--- config.mk ---
export PLATFORM = sky130hd
export DESIGN_NAME = shp_cell
export DESIGN_NICKNAME = d
export VERILOG_FILES = /design/src/hw/rtl/shp_pkg.sv /design/src/hw/rtl/shp_cell.sv
export SDC_FILE = /design/constraint.sdc
export NUM_CORES = 1
export LEC_CHECK = 0
export BUFFER_PORTS_ARGS = -buffer_cell sky130_fd_sc_hd__buf_2
export CAP_MARGIN = 40
export CORE_ASPECT_RATIO = 0.6
export CORE_MARGIN = 8
export CORE_UTILIZATION = 42
export DETAILED_ROUTE_END_ITERATION = 8
export PLACE_DENSITY = 0.95
export SLEW_MARGIN = 20
export SYNTH_ARGS = -nofsm -noshare
export SYNTH_HDL_FRONTEND = slang
export SYNTH_SLANG_ARGS = --single-unit
export TNS_END_PERCENT = 5
--- constraint.sdc ---
create_clock -name clk -period 6.6 [get_ports clk]
set_input_delay 0.66 -clock clk [delete_from_list [all_inputs] [get_ports clk]]
set_output_delay 0.66 -clock clk [all_outputs]
set_load 0.02 [all_outputs]
--- src/hw/rtl/shp_pkg.sv ---
package shp_pkg;

  localparam int REQ_BITS = 20;
  localparam logic [REQ_BITS-1:0] RESET_REQUEST = 20'd4072;

  localparam logic CMD_ALLOC = 1'b0;
  localparam logic CMD_FREE  = 1'b1;

  localparam logic [1:0] FIT_BEST  = 2'd0;
  localparam logic [1:0] FIT_WORST = 2'd1;
  localparam logic [1:0] FIT_FIRST = 2'd2;
  localparam logic [1:0] FIT_NEXT  = 2'd3;

  localparam logic [2:0] ST_OK       = 3'd0;
  localparam logic [2:0] ST_NO_FIT   = 3'd1;
  localparam logic [2:0] ST_BAD_SIZE = 3'd2;
  localparam logic [2:0] ST_BAD_ADDR = 3'd3;
  localparam logic [2:0] ST_FULL     = 3'd4;

  typedef enum logic [2:0] {
    CM_KEEP,
    CM_UP,
    CM_DOWN,
    CM_SET,
    CM_LOAD,
    CM_CLEAR
  } cell_mode_t;

  typedef struct packed {
    cell_mode_t mode;
  } cell_ctl_t;

endpackage

--- src/hw/rtl/shp_cell.sv ---
module shp_cell #(
  parameter int ADDR_BITS = 20
) (
  input  logic                  clk,
  input  shp_pkg::cell_ctl_t    ctl,
  input  logic [ADDR_BITS-1:0]  up_start,
  input  logic [ADDR_BITS-1:0]  up_size,
  input  logic                  up_free,
  input  logic [ADDR_BITS-1:0]  dn_start,
  input  logic [ADDR_BITS-1:0]  dn_size,
  input  logic                  dn_free,
  input  logic [ADDR_BITS-1:0]  set_size,
  input  logic                  set_free,
  input  logic [ADDR_BITS-1:0]  ld_start,
  input  logic [ADDR_BITS-1:0]  ld_size,
  input  logic                  ld_free,
  output logic [ADDR_BITS-1:0]  start,
  output logic [ADDR_BITS-1:0]  size,
  output logic                  is_free
);
  import shp_pkg::*;

  logic [ADDR_BITS-1:0] start_r, start_nxt, size_r, size_nxt;
  logic                 free_r, free_nxt;

  always_comb begin
    start_nxt = start_r;
    size_nxt  = size_r;
    free_nxt  = free_r;
    case (ctl.mode)
      CM_UP: begin
        start_nxt = up_start;
        size_nxt  = up_size;
        free_nxt  = up_free;
      end
      CM_DOWN: begin
        start_nxt = dn_start;
        size_nxt  = dn_size;
        free_nxt  = dn_free;
      end
      CM_SET: begin
        size_nxt = set_size;
        free_nxt = set_free;
      end
      CM_LOAD: begin
        start_nxt = ld_start;
        size_nxt  = ld_size;
        free_nxt  = ld_free;
      end
      CM_CLEAR: begin
        start_nxt = '0;
        size_nxt  = '0;
        free_nxt  = 1'b0;
      end
      default: ;
    endcase
  end

  always_ff @(posedge clk) begin
    start_r <= start_nxt;
    size_r  <= size_nxt;
    free_r  <= free_nxt;
  end

  assign start   = start_r;
  assign size    = size_r;
  assign is_free = free_r;

endmodule

After elaboration in Yosys (flattened, before gate mapping)

Index checks and enable logic that the tools add are counted.

Multiplexer cells: 3
Reduce and logical (&&, ||, !) cells: 2
Equal/unequal tests: 5

Operators with widths:

| operator           | count |
|---|---|
| $pmux 20 s5        | 1 |
| $pmux 20 s4        | 1 |
| $eq 3x2->1 const B | 2 |
| $eq 3x3->1 const B | 2 |
| $pmux 1 s5         | 1 |
| $reduce_bool 5->1  | 1 |
| $reduce_bool 4->1  | 1 |
| $eq 3x1->1 const B | 1 |

Bits in registers: 41
Output and inout bits: 41
Logic and storage cells: 13
Input port bits: 148

Longest topological paths before layout

Word-level depth: 2
Depth in mapped cells: 7
Depth with buffers taken out: 5

Worst setup path after synthesis

Ideal clock, no wire load.

Path type: input to register
From: input ctl[1] in the netlist's numbering
To: register free_r, in the netlist is_free, enable pin
Data required time: 6.075 ns
Arrival: 2.354 ns
Path buffers: 3
Library setup time: 0.525 ns
Cell stages on the path: 6
Slack: 3.722 ns
Path through: buf_2 -> inv_1 -> ha_1 -> clkbuf_1 -> clkbuf_1 -> o21ai_0

Longest elaborated chain between the ends: 2
Elaborated cells between the ends (all ways): 6
Classes of those cells: eq/ne: 5; reduce/logical: 1

RTL lines:

| what                                     | line           | RTL |
|---|---|---|
| from (decl)                              | shp_cell.sv:5  | `input shp_pkg::cell_ctl_t ctl,` |
| $eq 3x3->1, or another cell as far along | shp_cell.sv:30 | `case (ctl.mode)` |
| $reduce_bool 5->1 (no line) *            | --             |  |
| to (signal assigned)                     | shp_cell.sv:62 | `free_r <= free_nxt;` |
| to (decl)                                | shp_cell.sv:24 | `logic free_r, free_nxt;` |

Mark *: on every way between the ends. The rest lies on a longest branch, timed or not.
A chain may end at the register's enable or synchronous reset.

Worst setup path after layout

From: input ctl[1] in the netlist's numbering
To: register size_r[14], in the netlist size[14] (data pin)

Longest elaborated chain between the ends: 2
Elaborated cells between the ends (all ways): 6
Classes of those cells: eq/ne: 5; mux: 1

RTL lines:

| what                                     | line           | RTL |
|---|---|---|
| $eq 3x3->1, or another cell as far along | shp_cell.sv:30 |  |
| $pmux 20 s5 *                            | shp_cell.sv:30 |  |
| named net size_nxt[14]                   | shp_cell.sv:23 | `logic [ADDR_BITS-1:0] start_r, start_nxt, size_r, size_nxt;` |
| to (signal assigned)                     | shp_cell.sv:61 | `size_r <= size_nxt;` |
| to (decl)                                | shp_cell.sv:23 |  |

Mark *: on every way through the listed nets, which the timed path passes. The rest lies on a longest branch.

==> flow_metrics.py <==
metrics = {
    "power_and_ir_drop": {
        "p_int_mw": 0.502,
        "power.density_mw_per_mm2": 211,
        "combinationalPowerShare_pct": 31.0,
        "power_frac_seq_pct": 48.0,
        "p_leak_nw": 1.68,
        "netSwitchingFraction_pct": 30.3,
        "ir_drop_v": 0.000105,
        "switching_power_mw": 0.218,
        "clkPwrFrac_pct": 20.9,
        "p_total_mw": 0.720,
    },
    "critical_path": {
        "end_kind": "flip-flop",
        "worstPathRequired_ps": 6630,
        "critPathMostFrequentCell": "buf_4",
        "critical_path_arrival_ps": 2370,
        "path_delay_family": "buffers and inverters",
        "startpoint_type": "input pin",
        "crit_start": "ctl[1]",
        "crit_buf_inv": 4,
        "path_max_fanout": 44,
        "path_class": "in2reg",
        "slowest_stage": "buf_4",
        "path_cells": "buf_2 > inv_1 > ha_1 > buf_4 > nor2_1 > buf_4 > a221o_1",
        "critPathMaxStageDelay_ps": 380,
    },
    "yosys": {
        "syn_nets": 327,
        "yosys-top-cells-count": "edfxtp_1 (41), a22o_1 (40), a221o_1 (21), nor3b_1 (21), a21o_1 (20)",
        "synth.distinct_cells": 21,
        "synth_async_sr_flop_share_pct": 0,
        "synth.cell_area_sq_mm": 0.00231,
        "yosys.cell_count.top_type": "edfxtp_1",
        "avgSynthCellArea_sq_um": 13.0,
        "synth-edff-count": 41,
        "ys_warn_count": 0,
        "syn_inst": 178,
        "synth.area.top_cells": "edfxtp_1 (53%), a22o_1 (15%), a221o_1 (9.1%)",
        "synth-seq-cells": 41,
        "synth_top_area_cell": "edfxtp_1",
        "yosys.area.top_type_share_pct": 53.2,
        "yosysSeqAreaShare_pct": 53.2,
        "synth_flop_cell": "edfxtp_1",
    },
    "grt": {
        "grt_overflow": 0,
        "grt_pass1_vias": 2514,
        "track_usage_pct": 19.1,
        "grt_max_degree": 45,
        "antenna_found_initial": 0,
        "grt_pass1_wl_mm": 12.6,
    },
    "floorplanning": {
        "rows": 21,
        "die_area_sq_mm": 0.00821,
        "die_w_microns": 112,
        "ios": 189,
        "coreArea_sq_mm": 0.00544,
        "start_util_pct": 42.5,
        "dieHeight_microns": 73.5,
    },
    "timing": {
        "worst_slack_ps": 4260,
        "final.setup.tns_ps": 0,
        "maxSlewViolCount": 0,
        "worst_pin_slew_ps": 504,
        "slew_headroom_pct": 66.3,
        "grt_setup_unrepaired": "false",
        "max_freq_ghz": 0.427,
        "finalWorstPathRequiredPeriod_ps": 2340,
        "hold_viol": 0,
        "whs_ps": 640,
        "timing.final.crit_share_pct": 35.4,
        "setup_viol_count_final": 0,
    },
    "route": {
        "drt-initial-drc-count": 149,
        "post_drt_wl_per_cell_microns": 19.0,
        "vias": 2345,
        "viasPerCell": 5.44,
        "drc": 0,
        "ant_nets": 0,
        "routed_wl_mm": 8.19,
        "drt_first_pass_iters": 4,
    },
    "placement": {
        "dpl.hpwl_mm": 6.59,
        "gp_congestion": 0.831,
        "io_buffers": 188,
        "place_worst_setup_slack_ps": 3990,
    },
    "finish": {
        "layout.area.seq_sq_mm": 0.00123,
        "diodes": 0,
        "final_nets": 511,
        "n_fill_cell": 445,
        "utilization_pct": 62.7,
        "syn_to_final_growth_pct": 47.5,
        "multi_input_area_sq_um": 986,
        "drive_above_1_share_pct": 56.9,
    },
    "clock_network": {
        "cts_buffer_depth": 2,
        "hold_buffers": 0,
        "cts_setup_buffers": 0,
        "cts.sinks": 41,
        "numCtsBuffers": 5,
        "clkTransAtPathRegs_ps": 80,
        "cts-root-buf": "clkbuf_8",
        "ctsResizeCount": 0,
        "cts_tree": "built",
        "htree_levels": 2,
    },
    "status": {
        "outcome": "finished clean",
    },
    "min_path": {
        "holdCritStartpoint": "up_start[8]",
        "min_path_type": "in2reg",
    },
    "flow_run": {
        "maxCapViolCount": 0,
    },
}
==> logic make-up (layout without fill, tap and decap cells) <==
family,count (synthesis),after routing,share of synthesized area [%]
XOR/XNOR,1,1,0.379
AND/OR/NAND/NOR,30,30,9.74
AO/OA/AOI/OAI,84,84,31.7
adder cells (fa/ha/maj),1,1,0.541
buffers and inverters,21,205,4.44
flip-flops,41,41,53.2
==> layout make-up <==
| class | count | area share [%] |
|---|---|---|
| clock inverter | 1 | 0.110 |
| timing repair buffer | 197 | 30.1 |
| tap | 69 | 2.53 |
| clock buffer | 6 | 2.13 |
| sequential | 41 | 36.1 |
| inverter | 1 | 0.110 |
| multi-input combinational | 116 | 28.9 |
==> path summary, 6_finish.rpt <==
kind / to / slack (ps) / cells after the start
min: start[8] / 640 / 2
max: size[14] / 4260 / 7
==> cell usage in the layout, fill, tap and decap left out <==
cell,instances
buf_8,1
edfxtp_1,41
o2bb2ai_1,1
clkbuf_1,1
nor3b_2,1
buf_2,188
nor2b_1,1
and4bb_1,1
xnor2_1,1
buf_4,5
clkbuf_8,5
a21o_1,20
ha_1,1
nand2_1,2
a22o_1,40
inv_1,1
o21ai_2,1
o21bai_2,1
clkinv_1,1
nor2_1,2
nand3b_1,1
nor2b_4,1
nor3b_1,21
buf_6,3
a221o_1,21
==> power by group through the flow <==
stage	combinational [mW]	clock (mW)	sequential (mW)
after floorplan	0.0665	0	0.407
after global placement	0.214	0	0.351
after detailed placement	0.222	0	0.352
after CTS	0.223	0.156	0.346
after global routing	0.238	0.167	0.349
final	0.223	0.151	0.346
==> registers in the layout, summed over array words and instances (netlist names) <==
signal / flops
start: 20
size: 20
is_free: 1
==> layer usage <==
layer	vias to the layer above	GRT usage, %	part of all wire, %
met4	0	4.36	1.1
met5	-	0	0
met3	8	5.74	8.2
met2	112	33.3	49
met1	1112	22.9	42
li1	1113	-	-
==> per-stage QoR <==
step / std cells / area [sq um]
2_1_floorplan: 178 / 2310
3_3_place_gp: 420 / 3290
3_5_place_dp: 422 / 3310
4_1_cts: 429 / 3380
5_1_grt: 431 / 3410
6_report: 431 / 3410
Note: power is estimated with default switching activity, not from simulation.
